## src/sv/fspa_pkg.sv

```systemverilog
`default_nettype none
package fspa_pkg;

  localparam int ADDR_W    = 32;
  localparam int CNT_W     = 11;
  localparam int OSIZE_W   = 16;
  localparam int CFG_IDX_W = 2;
  localparam int ST_W      = 3;
  localparam int SLOT_W    = 17;
  localparam int SPAN_W    = SLOT_W + CNT_W;
  localparam int DIV_STEPS = 6;
  localparam int QUO_W     = 2 * DIV_STEPS;
  localparam int DIV_W     = SLOT_W + 2 + 2 * (DIV_STEPS - 1);
  localparam int RECIP_SH  = 21;

  localparam logic [CNT_W-1:0]   CAP_RESET   = 11'd1024;
  localparam logic [OSIZE_W-1:0] OSIZE_RESET = 16'd8;

  typedef enum logic [CFG_IDX_W-1:0] {
    REG_ENABLE   = 2'd0,
    REG_BASE     = 2'd1,
    REG_OSIZE    = 2'd2,
    REG_CAPACITY = 2'd3
  } cfg_reg_t;

  typedef enum logic [ST_W-1:0] {
    ST_OK           = 3'd0,
    ST_NOT_ENABLED  = 3'd1,
    ST_EMPTY        = 3'd2,
    ST_NULL_ADDR    = 3'd3,
    ST_OUT_OF_RANGE = 3'd4,
    ST_MISALIGNED   = 3'd5,
    ST_ALREADY_FREE = 3'd6
  } status_t;

  typedef enum logic {
    OP_ALLOC = 1'b0,
    OP_FREE  = 1'b1
  } op_t;

  typedef enum logic [2:0] {
    CL_DISABLED = 3'd0,
    CL_ALLOC    = 3'd1,
    CL_NULL     = 3'd2,
    CL_RANGE    = 3'd3,
    CL_FREE     = 3'd4
  } req_class_t;

  typedef struct packed {
    req_class_t        cls;
    logic [SPAN_W-1:0] off;
  } q_entry_t;

  typedef struct packed {
    logic              enable;
    logic              busy;
    logic              load;
    logic [ADDR_W-1:0] base;
    logic [SLOT_W-1:0] slot;
    logic [SLOT_W+1:0] slot3;
    logic [CNT_W-1:0]  cap;
    logic [SPAN_W-1:0] span;
  } pool_cfg_t;

endpackage
`default_nettype wire

```

## src/sv/fspa_req_if.sv

```systemverilog
`default_nettype none
interface fspa_req_if;
  import fspa_pkg::*;

  logic              valid;
  logic              ready;
  logic              op;
  logic [ADDR_W-1:0] address;

  modport source (output valid, output op, output address, input ready);
  modport sink (input valid, input op, input address, output ready);
endinterface
`default_nettype wire

```

## src/sv/fspa_front.sv

```systemverilog
`default_nettype none
module fspa_front (
  fspa_req_if.sink            req,
  input  fspa_pkg::pool_cfg_t pool,
  input  logic                q_full,
  output logic                q_push,
  output fspa_pkg::q_entry_t  q_data
);
  import fspa_pkg::*;

  logic [ADDR_W-1:0] off;

  assign off       = req.address - pool.base;
  assign req.ready = !q_full && !pool.busy;
  assign q_push    = req.valid && req.ready;

  always_comb begin
    q_data.off = off[SPAN_W-1:0];
    if (!pool.enable) begin
      q_data.cls = CL_DISABLED;
    end else if (op_t'(req.op) == OP_ALLOC) begin
      q_data.cls = CL_ALLOC;
    end else if (req.address == '0) begin
      q_data.cls = CL_NULL;
    end else if (off >= ADDR_W'(pool.span)) begin
      q_data.cls = CL_RANGE;
    end else begin
      q_data.cls = CL_FREE;
    end
  end

endmodule
`default_nettype wire

```

## src/flat_wrapper.sv

```systemverilog
// flat-port wrapper written by rule: the top's interface ports become plain ports
module fspa_front_flat import fspa_pkg::*;
  (pool, q_full, q_push, q_data, req_valid, req_op, req_address, req_ready);
  fspa_req_if req_i ();
  input  fspa_pkg::pool_cfg_t pool;
  input  logic q_full;
  output logic q_push;
  output fspa_pkg::q_entry_t q_data;
  input wire logic [$bits(req_i.valid)-1:0] req_valid;
  input wire logic [$bits(req_i.op)-1:0] req_op;
  input wire logic [$bits(req_i.address)-1:0] req_address;
  output wire logic [$bits(req_i.ready)-1:0] req_ready;
  assign req_i.valid = req_valid;
  assign req_i.op = req_op;
  assign req_i.address = req_address;
  assign req_ready = req_i.ready;
  fspa_front u_core (.req(req_i), .pool(pool), .q_full(q_full), .q_push(q_push), .q_data(q_data));
endmodule
```

## config.mk

```make
export PLATFORM = sky130hd
export DESIGN_NAME = fspa_front_flat
export DESIGN_NICKNAME = d
export VERILOG_FILES = /design/src/sv/fspa_pkg.sv /design/src/sv/fspa_req_if.sv /design/src/sv/fspa_front.sv /design/src/flat_wrapper.sv
export SDC_FILE = /design/constraint.sdc
export NUM_CORES = 1
export LEC_CHECK = 0
export BUFFER_PORTS_ARGS = -buffer_cell sky130_fd_sc_hd__buf_4
export CAP_MARGIN = 20
export CORE_MARGIN = 1.5
export CORE_UTILIZATION = 45
export DETAILED_ROUTE_END_ITERATION = 8
export GPL_ROUTABILITY_DRIVEN = 0
export PLACE_DENSITY_LB_ADDON = 0.3
export SYNTH_ARGS = -nofsm -noshare
export SYNTH_HDL_FRONTEND = slang
export SYNTH_SLANG_ARGS = --single-unit
```

## constraint.sdc

```tcl
create_clock -name vclk -period 9.35
set_clock_uncertainty 0.05 [all_clocks]
set_input_delay 0.935 -clock vclk [all_inputs]
set_output_delay 0.935 -clock vclk [all_outputs]
set_load 0.03 [all_outputs]
```

== Word level (Yosys, flattened, before mapping) ==
Cells that the tools add are included.

* Bits in registers: 0
* Bits of input ports: 145
* Output and inout port bits: 33
* Word-level logic and storage cells: 11

* $add $sub $neg: 1
* Order comparisons: 1
* Muxes and demuxes: 4
* Reduce and logical (&&, ||, !) cells: 5

{| class="wikitable"
|+ Operator list
! kind !! count
|-
| >= comparator 32 x 28 -> 1 bit || 1
|-
| zero test 32 bit || 1
|-
| subtractor 32 bit || 1
|-
| 2-to-1 mux 3 bit || 4
|-
| logical AND 1 bit || 2
|-
| zero test 1 bit || 2
|}

== Depth between registers and ports, before layout ==
* Depth after elaboration: 6
* Mapped depth: 21
* Mapped depth without buffers: 21

== Least setup slack after synthesis ==
No wires, ideal clock.

* Kind: input to output
* Start point: input req_address[0]
* End point: output q_data[30] in the netlist's numbering
* Arrival: 5.668 ns
* Data required time: 8.365 ns
* Slack: 2.697 ns
* Stages on the path: 21
* Buffers on the path: 0
* Cell sequence: inv_1 ha_1 inv_1 fa_1 a21o_1 a221oi_2 nor2b_1 a31oi_2 o211a_4 nor2b_1 o21ai_0 nand2b_1 xor2_1 ha_1 a21oi_1 nand2_1 a2111oi_0 o2111ai_4 nor4_2 nand3_1 nor3_2

{| class="wikitable"
|+ RTL lines
! item !! line !! text
|-
| from (decl) || flat_wrapper.sv:11 || <nowiki>input wire logic [$bits(req_i.address)-1:0] req_address;</nowiki>
|-
| to (decl) || flat_wrapper.sv:8 || <nowiki>output fspa_pkg::q_entry_t q_data;</nowiki>
|}

==> impl_metrics.toml <==
[detailed_routing]
ant_nets = 0
dr.pass1.iters = 4
wl_um = 7750
wire_per_inst_um = 13.36
viasPerCell = 5.521
vias = 3202
drt-initial-drc-count = 80
drc = 0

[clocking]
hold_buffers = 0
postCtsResizedCells = 0
post-cts-setup-buffers = 0

[worst_setup_path]
crit_type = "input port to output port"
cp_data_required_time_ps = 8370
crit_path_start_kind = "input port"
cp.arrival_ps = 5860
crit_fanout = 3
endpoint_kind = "output port"

[cells_and_area]
fillers = 561
fin_nets = 712
drive_gt1_share_pct = 30.30
n_antenna_cell = 0
register_area_sq_um = 0
multi_input_area_sq_mm = 0.002501
synthToLayoutAreaGrowth_pct = 36.71
design.seq.count = 0
final_cell_mix = "130 x buf_4, 64 x inv_1, 59 x ha_1"
layout_commonest_cell = "buf_4"
nClkBuffers = 0

[floorplanning]
die-area_sq_mm = 0.006676
io_pins = 178
initial_core_util_pct = 46.81
rows = 28
core_area_sq_mm = 0.005956
die_h_um = 81.71
die_x_um = 81.71

[timing]
maxSlewHeadroom_pct = 41.00
min_period_ps = 6850
drv_slew = 0
fmax_ghz = 0.1460
rsz0062_at_grt = "no"
period_share_pct = 73.26
worstMarginPinSlew_ps = 862.7
final.setup.worst_slack_ps = 2500
setup_violations = 0
setup_tns_ps = 0
hold_viol_final = 0

[global_routing]
grt_antenna_before_repair = 0
grt_overflow = 0
grt_max_degree = 10
grt_pass1_wl_um = 12340
grt.total_usage_pct = 22.52
grt_pass1_vias = 2879

[logic_synthesis]
ys_seq_area_share_pct = 0
ys_types = 65
synth_area_per_cell_sq_um = 7.260
synth_cells = 384
ys_warn_count = 0
synth.net_count = 589
syn-cell-area_sq_mm = 0.002788

[min_path]
hold_path_end = "req_ready"
min-delay-start = "q_full"
whs_path_depth = 3
min_path_type = "input port to output port"

[power]
p_leak_uw = 0.002030
vdd_drop_max_uv = 62.48
power.density_mw_per_mm2 = 92.53
power_uw = 352.6

[job]
max-cap-violations = 0

[place]
port_buffers = 130
hpwl_um = 6942
dp_worst_setup_slack_ps = 2546

[run_status]
status = "finished, final reports clean"
==> power breakdown <==
group          switching [uW]  internal (uW)
combinational             202            150
clock                       0              0
sequential                  0              0
total                     202            150
==> per-layer routing <==
layer	GRT usage, %	routed length, um	vias to the layer above
met5	0	0	-
li1	-	-	1641
met3	0.2222	370	4
met1	27.68	3256	1456
met2	45.12	4087	101
met4	1.356	37	0
==> cells by family after synthesis <==
family	count (synthesis)	synth area share, %
AOI/OAI and AO/OA	122	32.72
xor gates and xnor gates	28	8.797
adders and majority gates	60	27.20
buffers and inverters	73	10.28
muxes	2	0.7630
and+or+nand+nor	99	20.24
==> worst max-delay path by stage <==
| stage | to | cells past startpoint | start | slack (ps) |
|---|---|---|---|---|
| after floorplan | q_data[30] | 21 | req_address[0] | 2700 |
| final | q_data[29] | 23 | req_address[0] | 2500 |
| after CTS | q_data[29] | 23 | req_address[0] | 2510 |
| after global routing | q_data[29] | 23 | req_address[0] | 2210 |
| after detailed placement | q_data[29] | 23 | req_address[0] | 2550 |
| after global placement | q_data[29] | 23 | req_address[0] | 2570 |
==> layout make-up <==
cell class	instances	share of cell area, %
inverter	64	6.303
multi-input combinational	311	65.63
tap	75	2.462
timing repair buffer	130	25.61
==> cells in the mapped netlist (all sizes together) (2+ instances only) <==
library cell | n | area share [%]
inv | 64 | 8.6
ha | 59 | 26
a21oi | 38 | 7.2
nand2 | 23 | 3.1
o21ai | 19 | 3.5
xnor2 | 18 | 5.7
nor2 | 17 | 2.3
a21o | 16 | 4.4
nand4 | 11 | 3.0
nor4 | 11 | 3.2
xor2 | 10 | 3.1
nand3 | 9 | 1.6
a211oi | 7 | 2.2
nand2b | 7 | 1.6
nor3 | 6 | 1.4
a31oi | 5 | 1.3
buf | 5 | 1.1
nor2b | 5 | 1.1
o21a | 5 | 1.3
o21bai | 5 | 1.3
clkbuf | 4 | 0.54
o2111ai | 4 | 1.9
o211ai | 4 | 1.3
a2111oi | 2 | 1.3
a21boi | 2 | 0.67
and2 | 2 | 0.45
o311a | 2 | 0.72
o31ai | 2 | 1.0
or3 | 2 | 0.45
==> worst max-delay path, stage by stage <==
cell and delay, ps:
buf_4 120, inv_1 50, ha_1 140, inv_1 50, fa_1 400, a21o_1 210, a221oi_2 310, nor2b_1 140
a31oi_2 310, o211a_4 240, nor2b_1 50, o21ai_0 330, nand2b_1 120, xor2_1 210, ha_1 300, a21oi_1 150
nand2_1 60, a2111oi_0 790, o2111ai_4 150, nor4_2 300, nand3_1 150, o21ba_1 190, buf_4 160
==> stage by stage <==
stage | std cells | util, % | hold slack [ps] | area (sq um)
3_3_place_gp | 580 | 63.99 | 2083 | 3811
4_1_cts | 580 | 63.99 | 2088 | 3811
3_5_place_dp | 580 | 63.99 | 2087 | 3811
2_1_floorplan | 384 | - | 1916 | 2788
5_1_grt | 580 | 63.99 | 2107 | 3811
6_report | 580 | 63.99 | 2085 | 3811
No activity file was read; power rests on OpenSTA's default activity.
