--- src/sv/fspa_pkg.sv ---
`default_nettype none
package fspa_pkg;

  localparam int ADDR_W    = 32;
  localparam int CNT_W     = 11;
  localparam int OSIZE_W   = 16;
  localparam int CFG_IDX_W = 2;
  localparam int ST_W      = 3;
  localparam int SLOT_W    = 17;
  localparam int SPAN_W    = SLOT_W + CNT_W;
  localparam int DIV_STEPS = 6;
  localparam int QUO_W     = 2 * DIV_STEPS;
  localparam int DIV_W     = SLOT_W + 2 + 2 * (DIV_STEPS - 1);
  localparam int RECIP_SH  = 21;

  localparam logic [CNT_W-1:0]   CAP_RESET   = 11'd1024;
  localparam logic [OSIZE_W-1:0] OSIZE_RESET = 16'd8;

  typedef enum logic [CFG_IDX_W-1:0] {
    REG_ENABLE   = 2'd0,
    REG_BASE     = 2'd1,
    REG_OSIZE    = 2'd2,
    REG_CAPACITY = 2'd3
  } cfg_reg_t;

  typedef enum logic [ST_W-1:0] {
    ST_OK           = 3'd0,
    ST_NOT_ENABLED  = 3'd1,
    ST_EMPTY        = 3'd2,
    ST_NULL_ADDR    = 3'd3,
    ST_OUT_OF_RANGE = 3'd4,
    ST_MISALIGNED   = 3'd5,
    ST_ALREADY_FREE = 3'd6
  } status_t;

  typedef enum logic {
    OP_ALLOC = 1'b0,
    OP_FREE  = 1'b1
  } op_t;

  typedef enum logic [2:0] {
    CL_DISABLED = 3'd0,
    CL_ALLOC    = 3'd1,
    CL_NULL     = 3'd2,
    CL_RANGE    = 3'd3,
    CL_FREE     = 3'd4
  } req_class_t;

  typedef struct packed {
    req_class_t        cls;
    logic [SPAN_W-1:0] off;
  } q_entry_t;

  typedef struct packed {
    logic              enable;
    logic              busy;
    logic              load;
    logic [ADDR_W-1:0] base;
    logic [SLOT_W-1:0] slot;
    logic [SLOT_W+1:0] slot3;
    logic [CNT_W-1:0]  cap;
    logic [SPAN_W-1:0] span;
  } pool_cfg_t;

endpackage
`default_nettype wire

--- src/sv/fspa_queue.sv ---
`default_nettype none
module fspa_queue (
  input  logic               clk,
  input  logic               rst,
  input  logic               push,
  input  fspa_pkg::q_entry_t push_data,
  input  logic               pop,
  output fspa_pkg::q_entry_t pop_data,
  output logic               full,
  output logic               empty
);
  import fspa_pkg::*;

  localparam int DEPTH = 2;
  localparam int PTR_W = $clog2(DEPTH);
  localparam int CNT_QW = $clog2(DEPTH + 1);

  q_entry_t           entries [DEPTH];
  logic [PTR_W-1:0]   wr_ptr;
  logic [PTR_W-1:0]   rd_ptr;
  logic [CNT_QW-1:0]  count;

  assign full     = (count == CNT_QW'(DEPTH));
  assign empty    = (count == '0);
  assign pop_data = entries[rd_ptr];

  always_ff @(posedge clk) begin
    if (rst) begin
      wr_ptr <= '0;
      rd_ptr <= '0;
      count  <= '0;
    end else begin
      if (push) begin
        entries[wr_ptr] <= push_data;
        wr_ptr <= (wr_ptr == PTR_W'(DEPTH - 1)) ? '0 : wr_ptr + 1'b1;
      end
      if (pop) begin
        rd_ptr <= (rd_ptr == PTR_W'(DEPTH - 1)) ? '0 : rd_ptr + 1'b1;
      end
      count <= count + CNT_QW'(push) - CNT_QW'(pop);
    end
  end

endmodule
`default_nettype wire

--- config.mk ---
export PLATFORM = sky130hd
export DESIGN_NAME = fspa_queue
export DESIGN_NICKNAME = d
export VERILOG_FILES = /design/src/sv/fspa_pkg.sv /design/src/sv/fspa_queue.sv
export SDC_FILE = /design/constraint.sdc
export NUM_CORES = 1
export LEC_CHECK = 0
export BUFFER_PORTS_ARGS = -buffer_cell sky130_fd_sc_hd__buf_4
export CORE_MARGIN = 2
export CORE_UTILIZATION = 55
export CTS_CLUSTER_DIAMETER = 30
export CTS_CLUSTER_SIZE = 12
export DETAILED_ROUTE_END_ITERATION = 7
export HOLD_SLACK_MARGIN = 0.03
export PLACE_DENSITY = 0.83
export SLEW_MARGIN = 20
export SYNTH_ARGS = -nofsm -noshare
export SYNTH_HDL_FRONTEND = slang
export SYNTH_SLANG_ARGS = --single-unit
--- constraint.sdc ---
create_clock -name clk -period 7.9 [get_ports clk]
set_input_delay 0.79 -clock clk [delete_from_list [all_inputs] [get_ports clk]]
set_output_delay 0.79 -clock clk [all_outputs]
set_load 0.01 [all_outputs]
### Word level (Yosys, flattened, before mapping)

Memory sizes are Yosys's and may differ from the RTL's. A register that Yosys moved wholly into a read port is not among the register bits.
Cells that the tools add are included.

* add/sub/neg operators: 4
* equality and inequality tests: 1
* muxes and demuxes: 7
* reductions and logical operators: 1

Operator list (count)
* 1-bit two-way mux: 7
* 1-bit adder, second input constant: 2
* 2-bit by 1-bit adder with 2-bit output: 1
* 2-bit == test, second input constant: 1
* 2-bit zero test: 1
* 2-bit by 1-bit subtractor with 2-bit output: 1

* register bits after elaboration: 4
* bits in writable memories: 62
* input bits: 35
* output and inout port bits: 33
* logic and storage cells: 17
* memories: 1

Memory list
* entries: depth 2, bits a word 31, rd ports 1, clocked after memory_dff 1, wr ports 1, line fspa_queue.sv:18 `q_entry_t entries [DEPTH];`

### Logic depth before layout (Yosys ltp)

Gate-level depths: netlist of the first run.

* word-level depth: 4
* gate-level depth with buffers: 6
* mapped depth without buffers: 6

### Worst setup path before layout of the first run

Ideal clock, no wire load.

* path type: in2reg
* from: in rst
* to: mem entries[0][0] (netlist bit) (enable)
* library setup time: 464 ps
* arrival: 3096 ps
* required time: 7436 ps
* slack: 4340 ps
* cell stages on the path: 1
* path buffers: 0
* cells stage by stage: nor3b_1

* word-level cells in the longest chain between the ends: 2

RTL lines
* start: declaration: line fspa_queue.sv:4 `input logic rst,`
* 1-bit two-way mux: line fspa_queue.sv:28 `if (rst) begin`
* 1-bit two-way mux (not written as such): line fspa_queue.sv:34 `entries[wr_ptr] <= push_data;`
* end: declaration: line fspa_queue.sv:18

Every way passes these cells.

==> run summary, run 1 <==
crit path max fanout: 20
setup ws final: 5.23 ns
Worst-Skew Late Latency: 0.32 ns
Root Driver: clkbuf_8
Synth Register Bits: 67
Worst-Margin Slew: 0.543 ns
Sw Share: 0.213
worst min path class: flip-flop to flip-flop
Max VDD drop: 0.000154 V
reg2reg setup slack: 6.25 ns
Pins Over Slew Limit: 0
Psw: 0.000162 W
Max-slew headroom: 0.638
CTS Hold Bufs: 0
via density per instance: 5.07
final period utilization: 0.337
Setup Buffers After CTS: 0
Crit Path Category: flip-flop to output pin
fill count: 270
Die Wd: 70.9 µm
H-tree Lvls: 3
Max Cap Viol: 0
Syn Std Cell Area: 2460 µm²
global-route wire length before repair: 6.72 mm
largest net degree at the start of global routing: 32
area grow syn2layout: 30.2%
power per cell area: 237 nW/µm²
port buffer count: 67
Worst EP required: 7.11 ns
Register Area: 1960 µm²
YS warnings: 0
most frequent cells in the layout: 70 x buf_4, 62 x edfxtp_1, 31 x mux2_2, 12 x clkbuf_8
status: completed
register clock-pin slew on the reported worst setup and hold paths: 0.06 ns
most common cell after layout, fill and taps aside: buf_4
Critical Path Source Type: flip-flop
area of the multi-input gates: 467 µm²
DP Wirelength: 2.98 mm
share of cells above drive strength 1: 0.580
CTS tree: yes
Final setup viols: 0
Critical Path End Type: output pin
clock share of power: 0.332
CTS Buf Count: 9
via count: 1,277
Yosys cell types: 12
syn nets: 154
post-synthesis sequential area ratio: 0.796
Avg WL per Cell: 16.9 µm
initial antenna violation count: 0
Worst Skew: 0.00289 ns
RSZ-0062 raised after global routing: false
initial core utilization: 0.570
full die area: 5030 µm²
P_leak: 1.23 nW
clk sinks: 67
WHS Path Cells: 2
Setup WS pre-CTS: 5.56 ns
# IOs: 68
Min-Delay Startpoint: rd_ptr
cts repair resizes: 0
post-layout min period: 2.67 ns
Max clock buf depth: 2
Hold Vio Cnt, Final: 0
cell internal pwr: 0.000600 W
post-route ant nets: 0
Die Ht: 70.9 µm
Worst Reg-to-Reg Cells: 2
Post-Syn Area per Cell: 21.1 µm²
vias in the first global route: 1,406
final wirelength: 4.26 mm
Tot GR Track Use: 0.182
final setup TNS: 0 ns
achievable clock frequency: 375 MHz
sequential fraction of design power: 0.542
GP Congestion: 0.759
Tot Pwr: 0.000762 W
Final Net Count: 232
reg-to-reg startpoint: wr_ptr
n_diodes: 0
combinational share of power: 0.126
Core Rows: 24
RR Endpoint: entries[1][18]
WHS: 0.538 ns
DRC Markers: 0
Post-Syn Instances: 117
Core ar.: 4320 µm²
Iter 0 DRT Violations: 77
GRT overflow: 0
Data arrival, critical path: 1.88 ns
Pre-Repair DR Iteration Count: 4
routing by layer:
metal	vias up	part of all wire	global-route usage
met5	-	0	0
met4	0	0.023	0.0943
met3	8	0.048	0.0613
met2	40	0.55	0.310
met1	624	0.38	0.204
li1	605	-	-
critical path, stage by stage (launching register included):
cell and delay, ns:
dfxtp_1 0.64, buf_4 0.38, mux2_2 0.38, buf_4 0.15
area by class of cell:
cell class,count,area share
clock buffer,14,0.0538
sequential,67,0.611
timing repair buffer,70,0.164
clock inverter,2,0.00312
tap,52,0.0203
inverter,2,0.00234
multi-input combinational,45,0.145
logic make-up after synthesis:
group                      share of synthesized area
DFF                                            0.796
buffers and inverters                         0.0168
xor gates and xnor gates                      0.0162
and+or+nand+nor                               0.0193
adders and majority gates                     0.0102
muxes                                          0.142
worst max path at each step:
stage	start	slack (ns)	endpoint	depth (start not counted)
after floorplan	rst	4.34	entries[0][0]	1
after global placement	flip-flop	5.62	pop_data[7]	3
after detailed placement	flip-flop	5.56	pop_data[19]	3
after CTS	flip-flop	5.20	pop_data[6]	3
after global routing	flip-flop	5.12	pop_data[7]	3
final	flip-flop	5.23	pop_data[6]	3
Yosys cell counts, drive strengths merged:
library cell | number | share of area
nor2 | 5 | 0.0076
xnor2 | 2 | 0.0071
nor2b | 2 | 0.0051
ha | 2 | 0.010
xnor3 | 1 | 0.0091
inv | 2 | 0.0030
nor3b | 1 | 0.0030
and3b | 1 | 0.0036
edfxtp | 62 | 0.76
buf | 3 | 0.014
dfxtp | 5 | 0.041
mux2 | 31 | 0.14
state kept, by name, indices dropped and copies added (netlist names), named ones only:
name	count
rd_ptr	1
wr_ptr	1
count	2
entries	62
through the flow:
stage | util | area (µm²) | instances
final | 0.742 | 3210 | 252
after global routing | 0.742 | 3210 | 252
after CTS | 0.742 | 3210 | 252
after detailed placement | 0.700 | 3030 | 236
after global placement | 0.700 | 3030 | 236
after floorplan | - | 2460 | 117
power by group through the flow:
stage	combinational, W	sequential, W	clock [W]
CTS	0.0000973	0.000413	0.000259
global route	0.000103	0.000414	0.000275
floorplan	0.0000505	0.000418	0
finish	0.0000957	0.000413	0.000253
detailed placement	0.0000968	0.000421	0
global placement	0.0000925	0.000419	0
No activity file was read; power rests on OpenSTA's default activity.
==> run 2, diff against run 1 <==
Settings changed: CORE_UTILIZATION 55 to 51, PLACE_DENSITY 0.83 to 0.78.
Clock period 7.9 ns to 2.8 ns, I/O delays scaled along.
==> run 2 against run 1 <==
Largest cell class unchanged. Global-route usage fell by 1.5 points. Sequential power rose to 2.8 times the previous value. Die area rose by 7.4%. Cell count did not move. Sequential cell count did not move. Combinational power rose to 2.8 times the previous value. Critical path type unchanged.
==> run summary, run 2 (synthesized netlist as in run 1, its figures left out) <==
status: completed
Critical Path Source Type: flip-flop
cts repair resizes: 0
global-route wire length before repair: 6.33 mm
Core Rows: 25
Max VDD drop: 0.000410 V
Root Driver: clkbuf_8
largest net degree at the start of global routing: 32
via density per instance: 5.06
# IOs: 68
GP Congestion: 0.684
share of cells above drive strength 1: 0.576
n_diodes: 0
Data arrival, critical path: 1.83 ns
initial core utilization: 0.525
clk sinks: 67
Worst-Skew Late Latency: 0.32 ns
final wirelength: 4.10 mm
Worst EP required: 2.52 ns
GRT overflow: 0
Crit-path slowest cell: dfxtp_1
DRC Markers: 0
most used cell, CP: buf_4
Pins Over Slew Limit: 0
CTS tree: yes
area grow syn2layout: 29.1%
register clock-pin slew on the reported worst setup and hold paths: 0.06 ns
via count: 1,274
Worst-Margin Slew: 0.449 ns
largest register by flop count: entries
post-route ant nets: 0
Hold Vio Cnt, Final: 0
Max Cap Viol: 0
Register Area: 1960 µm²
power per cell area: 640 nW/µm²
Tot GR Track Use: 0.167
Die Wd: 73.5 µm
area of the multi-input gates: 473 µm²
post-layout min period: 2.11 ns
Max-slew headroom: 0.700
final period utilization: 0.753
CTS Hold Bufs: 0
crit-path cells: buf_4 -> mux2_2 -> buf_4
Crit Path Category: flip-flop to output pin
Pre-Repair DR Iteration Count: 4
crit-path leading delay family: flip-flops
most common cell after layout, fill and taps aside: buf_4
RSZ-0062 raised after global routing: false
Iter 0 DRT Violations: 62
final setup TNS: 0 ns
most frequent cells in the layout: 70 x buf_4, 62 x edfxtp_1, 31 x mux2_2, 9 x clkbuf_8
port buffer count: 67
full die area: 5410 µm²
Avg WL per Cell: 16.3 µm
Core Util, Final: 0.678
H-tree Lvls: 3
CP peak stage delay: 0.60 ns
CTS Buf Count: 9
DP Wirelength: 2.90 mm
Final setup viols: 0
top flop regs: entries: 62 flops, count: 2 flops
achievable clock frequency: 475 MHz
Core ar.: 4690 µm²
crit path max fanout: 21
vias in the first global route: 1,353
fill count: 319
Buf+Inv Stages, Crit Path: 2
P_leak: 1.21 nW
Final Net Count: 232
number of flip-flops in the largest register: 62
Critical Path End Type: output pin
Setup Buffers After CTS: 0
Die Ht: 73.5 µm
Max clock buf depth: 2
initial antenna violation count: 0
Worst Skew: 0.00437 ns
worst min path class: input pin to flip-flop
-- run 2: cell count changes in the layout (fill, tap and decap cells not counted), sizes merged --
cell	before	now
clkinv	2	5
clkbuf	14	9
-- run 2: worst reg2reg max path, delay by kind of cell (launching register included) --
kind | cells | cell delay (ns)
buffers and inverters | 1 | 0.38
DFF | 1 | 0.40
and+or+nand+nor | 1 | 0.19
-- run 2: layout make-up --
| class | instances | area share |
|---|---|---|
| inverter | 2 | 0.00236 |
| multi-input combinational | 45 | 0.149 |
| timing repair buffer | 70 | 0.165 |
| tap | 54 | 0.0212 |
| clock inverter | 5 | 0.00708 |
| sequential | 67 | 0.617 |
| clock buffer | 9 | 0.0389 |
-- run 2: worst paths after layout --
kind | startpoint | to | slack [ns] | cells after the start
setup / recovery | flip-flop | pop_data[20] | 0.69 | 3
hold / removal | push_data[4] | entries[1][4] | 0.14 | 1
setup reg to reg | wr_ptr | entries[1][15] | 1.48 | 2
hold reg to reg | rd_ptr | flip-flop | 0.52 | 2
-- run 2: power by group --
group	leakage [nW]	internal, W	switching (W)
Combinational	0.520	0.000156	0.000111
Sequential	0.611	0.00114	0.0000213
Clock	0.0796	0.000300	0.000304
-- run 2: metrics by stage --
step	hold slack [ns]	area, µm²	setup slack, ns	cells	total power [W]
2_1_floorplan	0.352	2470	0.779	117	0.00132
3_3_place_gp	0.465	3040	1.04	238	0.00145
3_5_place_dp	0.468	3040	0.990	238	0.00146
4_1_cts	0.122	3180	0.638	252	0.00207
5_1_grt	0.115	3180	0.570	252	0.00213
6_report	0.140	3180	0.693	252	0.00204
-- run 2: metal layers --
layer	GRT usage	wire, µm
met5	0	0
met4	0.103	82
met3	0.0549	217
met2	0.289	2290
met1	0.175	1510
