### config.mk
export PLATFORM = sky130hd
export DESIGN_NAME = fspa_cfg
export DESIGN_NICKNAME = d
export VERILOG_FILES = /design/src/sv/fspa_pkg.sv /design/src/sv/fspa_cfg.sv
export SDC_FILE = /design/constraint.sdc
export NUM_CORES = 1
export LEC_CHECK = 0
export BUFFER_PORTS_ARGS = -buffer_cell sky130_fd_sc_hd__buf_2
export CORE_MARGIN = 5
export CORE_UTILIZATION = 30
export CTS_CLUSTER_DIAMETER = 60
export DETAILED_ROUTE_END_ITERATION = 10
export SLEW_MARGIN = 20
export SYNTH_ARGS = -nofsm -noshare
export SYNTH_HDL_FRONTEND = slang
export SYNTH_SLANG_ARGS = --single-unit
### constraint.sdc
create_clock -name clk -period 16.9 [get_ports clk]
set_clock_uncertainty 0.2 [all_clocks]
set_input_delay 3.38 -clock clk [delete_from_list [all_inputs] [get_ports clk]]
set_output_delay 3.38 -clock clk [all_outputs]
set_load 0.02 [all_outputs]
### src/sv/fspa_pkg.sv
`default_nettype none
package fspa_pkg;

  localparam int ADDR_W    = 32;
  localparam int CNT_W     = 11;
  localparam int OSIZE_W   = 16;
  localparam int CFG_IDX_W = 2;
  localparam int ST_W      = 3;
  localparam int SLOT_W    = 17;
  localparam int SPAN_W    = SLOT_W + CNT_W;
  localparam int DIV_STEPS = 6;
  localparam int QUO_W     = 2 * DIV_STEPS;
  localparam int DIV_W     = SLOT_W + 2 + 2 * (DIV_STEPS - 1);
  localparam int RECIP_SH  = 21;

  localparam logic [CNT_W-1:0]   CAP_RESET   = 11'd1024;
  localparam logic [OSIZE_W-1:0] OSIZE_RESET = 16'd8;

  typedef enum logic [CFG_IDX_W-1:0] {
    REG_ENABLE   = 2'd0,
    REG_BASE     = 2'd1,
    REG_OSIZE    = 2'd2,
    REG_CAPACITY = 2'd3
  } cfg_reg_t;

  typedef enum logic [ST_W-1:0] {
    ST_OK           = 3'd0,
    ST_NOT_ENABLED  = 3'd1,
    ST_EMPTY        = 3'd2,
    ST_NULL_ADDR    = 3'd3,
    ST_OUT_OF_RANGE = 3'd4,
    ST_MISALIGNED   = 3'd5,
    ST_ALREADY_FREE = 3'd6
  } status_t;

  typedef enum logic {
    OP_ALLOC = 1'b0,
    OP_FREE  = 1'b1
  } op_t;

  typedef enum logic [2:0] {
    CL_DISABLED = 3'd0,
    CL_ALLOC    = 3'd1,
    CL_NULL     = 3'd2,
    CL_RANGE    = 3'd3,
    CL_FREE     = 3'd4
  } req_class_t;

  typedef struct packed {
    req_class_t        cls;
    logic [SPAN_W-1:0] off;
  } q_entry_t;

  typedef struct packed {
    logic              enable;
    logic              busy;
    logic              load;
    logic [ADDR_W-1:0] base;
    logic [SLOT_W-1:0] slot;
    logic [SLOT_W+1:0] slot3;
    logic [CNT_W-1:0]  cap;
    logic [SPAN_W-1:0] span;
  } pool_cfg_t;

endpackage
`default_nettype wire

### src/sv/fspa_cfg.sv
`default_nettype none
module fspa_cfg #(
  parameter int MAX_SLOTS = 1024,
  parameter int PTR_BYTES = 4
) (
  input  logic                           clk,
  input  logic                           rst,
  input  logic                           cfg_we,
  input  logic [fspa_pkg::CFG_IDX_W-1:0] cfg_index,
  input  logic [fspa_pkg::ADDR_W-1:0]    cfg_data,
  output fspa_pkg::pool_cfg_t            pool
);
  import fspa_pkg::*;

  localparam int Recip    = ((1 << RECIP_SH) + PTR_BYTES - 1) / PTR_BYTES;
  localparam int RECIP_W  = $clog2(Recip + 1);
  localparam int MIN_SLOT = ((PTR_BYTES + 4 + PTR_BYTES - 1) / PTR_BYTES) * PTR_BYTES;
  localparam int PROD_W   = SLOT_W + RECIP_W;

  typedef enum logic [1:0] {
    LD_IDLE,
    LD_SPAN,
    LD_SLOT,
    LD_QUOT
  } load_step_t;

  load_step_t          ld_step;
  logic                enable;
  logic [ADDR_W-1:0]   base_address;
  logic [OSIZE_W-1:0]  object_size;
  logic [CNT_W-1:0]    capacity;
  logic [OSIZE_W-1:0]  ld_size;
  logic [SLOT_W-1:0]   ld_quot;
  logic [ADDR_W-1:0]   eff_base;
  logic [SLOT_W-1:0]   eff_slot;
  logic [SLOT_W+1:0]   eff_slot3;
  logic [CNT_W-1:0]    eff_cap;
  logic [SPAN_W-1:0]   eff_span;

  cfg_reg_t            wr_reg;
  logic                start;
  logic [CNT_W-1:0]    cap_sat;
  logic [SLOT_W-1:0]   ld_sum;
  logic [PROD_W-1:0]   ld_prod;
  logic [SLOT_W-1:0]   ld_round;

  assign wr_reg   = cfg_reg_t'(cfg_index);
  assign start    = cfg_we && (wr_reg == REG_ENABLE) && cfg_data[0] && !enable;
  assign cap_sat  = (32'(capacity) > 32'(MAX_SLOTS)) ? CNT_W'(MAX_SLOTS) : capacity;
  assign ld_sum   = SLOT_W'(ld_size) + SLOT_W'(PTR_BYTES - 1);
  assign ld_prod  = PROD_W'(ld_sum) * PROD_W'(Recip);
  assign ld_round = SLOT_W'(ld_quot * SLOT_W'(PTR_BYTES));

  always_ff @(posedge clk) begin
    if (rst) begin
      enable       <= 1'b0;
      base_address <= '0;
      object_size  <= OSIZE_RESET;
      capacity     <= CAP_RESET;
      ld_step      <= LD_IDLE;
      eff_cap      <= '0;
    end else begin
      if (cfg_we) begin
        case (wr_reg)
          REG_ENABLE:   enable <= cfg_data[0];
          REG_BASE:     base_address <= cfg_data;
          REG_OSIZE:    object_size <= cfg_data[OSIZE_W-1:0];
          REG_CAPACITY: capacity <= cfg_data[CNT_W-1:0];
          default: ;
        endcase
      end
      case (ld_step)
        LD_QUOT: begin
          ld_quot <= SLOT_W'(ld_prod >> RECIP_SH);
          ld_step <= LD_SLOT;
        end
        LD_SLOT: begin
          eff_slot <= (ld_round < SLOT_W'(MIN_SLOT)) ? SLOT_W'(MIN_SLOT) : ld_round;
          ld_step  <= LD_SPAN;
        end
        LD_SPAN: begin
          eff_slot3 <= (SLOT_W + 2)'(eff_slot) + {1'b0, eff_slot, 1'b0};
          eff_span  <= SPAN_W'(eff_slot) * SPAN_W'(eff_cap);
          ld_step   <= LD_IDLE;
        end
        default: ;
      endcase
      if (start) begin
        eff_base <= base_address;
        eff_cap  <= cap_sat;
        ld_size  <= object_size;
        ld_step  <= LD_QUOT;
      end
    end
  end

  always_comb begin
    pool.enable = enable;
    pool.busy   = (ld_step != LD_IDLE);
    pool.load   = (ld_step == LD_QUOT);
    pool.base   = eff_base;
    pool.slot   = eff_slot;
    pool.slot3  = eff_slot3;
    pool.cap    = eff_cap;
    pool.span   = eff_span;
  end

endmodule
`default_nettype wire

Word level (Yosys, flattened, before mapping). Cells that the tools add are included.

Flip-flop bits (word level): 200. Logic and storage cells: 43. Output and inout port bits: 110. Bits of input ports: 37.

Mux-type cells: 3. Reductions and logical operators: 15. Multipliers: 1. $lt $le $gt $ge: 2. Equality and inequality tests: 6. Bitwise operators: 1. Add/sub/neg operators: 2.

Operators with widths (count): multiplier 17 x 11 -> 28 bit (1); adder 17 x 18 -> 19 bit (1); adder 16 x 2 -> 17 bit (second input constant) (1); < comparator 17 x 4 -> 1 bit (second input constant) (1); AND reduction 2 bit (8); > comparator 11 bit (second input constant) (1); two-way mux 11 bit (1); == test 2 bit (second input constant) (4); case mux 2 bit (3 select lines) (1); == test 2 x 1 -> 1 bit (second input constant) (2); nonzero test 4 bit (1); logical AND 1 bit (3); zero test 2 bit (1); two-way mux 2 bit (1); nonzero test 2 bit (1); zero test 1 bit (1); inverter 1 bit (1).

Longest topological paths before layout.
Depth after elaboration: 5. Depth in mapped cells: 20. Depth with buffers taken out: 19.

Least setup slack after synthesis. No wires, ideal clock.

Kind: input port to flip-flop. Start point: in cfg_index[1] (netlist name). End point: reg eff_base[0] (enable). Slack: 10168 ps. Library setup time: 454 ps. Arrival time: 6078 ps. Path buffers: 1. Stages on the path: 4. Cells stage by stage: nor3b_1 > nand3b_1 > clkbuf_1 > nor2_1.

Longest elaborated chain between the ends: 5.

Ends and longest elaborated chain: start: declaration (line fspa_cfg.sv:9) `input logic [fspa_pkg::CFG_IDX_W-1:0] cfg_index,`; zero test 2 bit (line fspa_cfg.sv:48) `assign start = cfg_we && (wr_reg == REG_ENABLE) && cfg_data[0] && !enable;`; logical AND 1 bit (3 in a row) (line fspa_cfg.sv:48); AND reduction 2 bit (no source line); end signal: assignment (line fspa_cfg.sv:89) `eff_base <= base_address;`; end: declaration (line fspa_cfg.sv:34) `logic [ADDR_W-1:0] eff_base;`.

Every way passes these cells. A chain may end at the register's enable or synchronous reset.

Worst setup path in the final report.
Start point: reg eff_slot[5]. End point: reg eff_span[27] (data pin).

Longest elaborated chain between the ends: 1.

Ends and longest elaborated chain: start: declaration (line fspa_cfg.sv:35) `logic [SLOT_W-1:0] eff_slot;`; start signal: assignment (line fspa_cfg.sv:78) `eff_slot <= (ld_round < SLOT_W'(MIN_SLOT)) ? SLOT_W'(MIN_SLOT) : ld_round;`; multiplier 17 x 11 -> 28 bit (line fspa_cfg.sv:83) `eff_span <= SPAN_W'(eff_slot) * SPAN_W'(eff_cap);`; end signal: assignment (line fspa_cfg.sv:83); end: declaration (line fspa_cfg.sv:38) `logic [SPAN_W-1:0] eff_span;`.

Every way passes these cells.

==> impl_metrics.ini <==
[power]
powerDensity_nw_per_um2 = 66.5
p_seq_share_pct = 53.1
max-vdd-ir-drop_v = 0.0000601
power.switching_uw = 246
clkPwrFrac_pct = 41.7
p_sw_share_pct = 25.3
p_leak_uw = 0.00628
p_int_uw = 725
p_total_uw = 971
pwr-share-comb_pct = 5.1

[grt]
grt_max_degree = 72
grt_pass1_wl_mm = 48.4
antenna_found_initial = 0
first_global_vias = 9157
grt-ovfl-total = 0
grt_util_met3_pct = 3.70
track_usage_pct = 12.9
gr-usage-met1_pct = 16.9
top_usage_layer = met2
use_met2_pct = 21.0

[placed_design]
placed_cells = 1878
io_buffers = 140
place.gp.congestion = 0.831
hpwlAfterDp_mm = 22.3
place_area_um2 = 14000

[worst_setup_path]
start_kind = flop
worst_path_largest_cell_delay_ps = 610
r2r_start = eff_slot[5]$_SDFFCE_PN0P_
worst_path_most_repeated_cell = fa_1
critical-path-top-delay-family = adder cells
cp_cell_sequence = and2_1 > fa_1 > inv_1 > fa_1 > inv_1 > fa_1 > fa_1 > inv_1 > fa_1 > inv_1 > ha_1 > a211oi_2 > nor2_1 > o31ai_4 > nand3_2 > o41ai_4 > a21oi_2 > a211o_1
critPathMaxFanout = 14
r2r_end = eff_span[27]$_DFFE_PP_
endpoint_kind = flop
cp.arrival_ps = 5920
crit_buf_inv = 4
reg2reg_slack_ps = 11000
ff2ff_path_depth = 18
crit_slowest_cell = edfxtp_1
criticalPathCategory = reg2reg
crit_required_ps = 16910

[floorplanning]
die_x_um = 217
die_area_um2 = 47000
ioPinCount = 147
core_um2 = 42100
start_util_pct = 30.5
fp.dieH_um = 217
fp-row-count = 75

[yosys]
yosysUniqueCellTypes = 61
synth_area_leaders = edfxtp_1 28%, fa_1 18%, dfxtp_1 11%
synth_top_flop_cell = edfxtp_1
yosys.area.top_type_share_pct = 28.3
synthCells = 1259
synth_top_cells_by_count = 222 x nand2_1, 160 x inv_1, 121 x edfxtp_1
synthArstFlopShare_pct = 0
yosysTopAreaCell = edfxtp_1
synth_edf_count = 121
synth_seq_area_share_pct = 39.7
ys_ff_latch = 194
synth_warnings = 0
syn_area_um2 = 12800
yosysMostFrequentCell = nand2_1
syn_avg_cell_area_um2 = 10.2

[route]
wire_per_inst_um = 15.4
vias = 8856
totalWireLength_mm = 29.5
drt-initial-drc-count = 539
ant_nets = 0
drc = 0
routed_via_density = 4.64
dr.pass1.iters = 4

[timing]
hold_viol_final = 0
min_period_over_period_pct = 34.9
min_period_ps = 5900
fmax_mhz = 169
setup_viol = 0
drv_slew = 0
tightest_slew_ps = 862
setup_tns_ps = 0
rsz0062_at_grt = false
slew-limit-headroom_pct = 42.3

[finish]
syn2layout_area_growth_pct = 13.7
final_area_um2 = 14600
drive_gt1_share_pct = 14.7
fin_nets = 1596
diodes = 0
final_cells = 1910

[clock_network]
cts_resized = 0
clock-sinks = 194
cts.path.max_buffers = 2
clkTransAtPathRegs_ps = 80
htreeDepth = 4
hold_buffers = 0
numCtsBuffers = 17
clock-root-buffer = clkbuf_16
post_cts.repair.setup_buffers = 0
cts_tree = yes
clk_latency_ps = 450

[status]
status = complete, no violations

[worst_hold_path]
hold_start = base_address[23]$_SDFFE_PP0P_
min_to = eff_base[23]$_DFFE_PP_
hold_path.class = reg2reg
hold_depth = 0

[flow_run]
cap_violations = 0
## worst register-to-register path, stage by stage (launching register included)
cell	delay [ps]
edfxtp_1	610
and2_1	290
fa_1	530
inv_1	50
fa_1	470
inv_1	50
fa_1	510
fa_1	540
inv_1	50
fa_1	520
inv_1	40
ha_1	350
a211oi_2	240
nor2_1	110
o31ai_4	230
nand3_2	160
o41ai_4	400
a21oi_2	90
a211o_1	230
## through the flow
stage	utilization [%]	worst slack [ps]	hold slack [ps]
after floorplan	-	10170	208
after global placement	33.2	10990	211
after detailed placement	33.2	10970	213
after CTS	34.6	10960	234
after global routing	34.6	10740	239
final	34.6	11000	235
## cell usage in the layout (no fill, tap or decap), types with 4 or more instances in the layout
cell type	n
nand2b_1	5
edfxtp_1	121
ha_1	84
nand3b_1	5
o21ai_1	7
a21o_1	12
or3_1	4
buf_2	140
xnor2_1	30
and2_1	87
fa_1	117
dfxtp_1	73
nor3_1	8
inv_1	160
nand2_1	222
nor2_1	41
nor3b_1	8
nor2b_1	7
o21ai_0	11
buf_4	6
o21bai_1	8
nand4_1	5
nand3_1	11
inv_6	4
a21oi_1	88
mux2i_1	4
xor2_1	12
clkbuf_16	17
conb_1	6
nor4_1	6
and3_1	4
## power by group through the flow
stage	Combinational [uW]	Sequential (uW)	Clock (uW)
global route	56.2	517	436
finish	49.9	516	405
floorplan	30.5	528	0
global placement	49.6	526	0
CTS	50.4	516	417
detailed placement	50.1	527	0
## sequential cells by signal (all words and copies together) (netlist names)
name and count:
base_address 32, eff_base 32, eff_span 26, eff_slot3 17, ld_size 16, object_size 16, eff_slot 15, ld_quot 15
capacity 11, eff_cap 11, ld_step 2, enable 1
## layer usage
metal | part of all wire [%] | up-vias | wire (um)
li1 | - | 4248 | -
met1 | 45 | 4369 | 13100
met2 | 47 | 216 | 13900
met3 | 6.7 | 23 | 1980
met4 | 1.5 | 0 | 431
met5 | 0 | - | 0
## final cells by class
type / instances / area, um2
fill: 4243 / 27500
multi-input combinational: 839 / 6890
sequential: 194 / 5090
timing repair buffer: 146 / 746
tap: 539 / 674
inverter: 160 / 601
clock buffer: 17 / 425
clock inverter: 15 / 160
## how the worst max path moves through the flow
| stage | startpoint | to | slack (ps) | cells after the start |
|---|---|---|---|---|
| final | eff_slot[5]$_SDFFCE_PN0P_ | eff_span[27]$_DFFE_PP_ | 11000 | 18 |
| after global routing | eff_cap[4]$_SDFFE_PP0P_ | eff_span[27]$_DFFE_PP_ | 10740 | 17 |
| after CTS | eff_slot[5]$_SDFFCE_PN0P_ | eff_span[27]$_DFFE_PP_ | 10960 | 18 |
| after detailed placement | cfg_index[1] | ld_size[14]$_DFFE_PP_ | 10970 | 5 |
| after global placement | cfg_index[1] | ld_size[15]$_DFFE_PP_ | 10990 | 5 |
| after floorplan | cfg_index[1] | eff_base[0]$_DFFE_PP_ | 10170 | 4 |
## cell families (layout without fill, tap and decap cells)
family	Yosys count	after routing	synth area share (%)
XOR/XNOR	42	42	2.87
AND/OR/NAND/NOR	430	430	16.1
adder cells (fa/ha/maj)	201	201	26.4
flip-flops	194	194	39.7
other	1	6	0.0292
buffers and inverters	231	338	6.96
AO/OA/AOI/OAI	156	156	7.66
multiplexers	4	4	0.312
(Power assumes the default switching activity.)
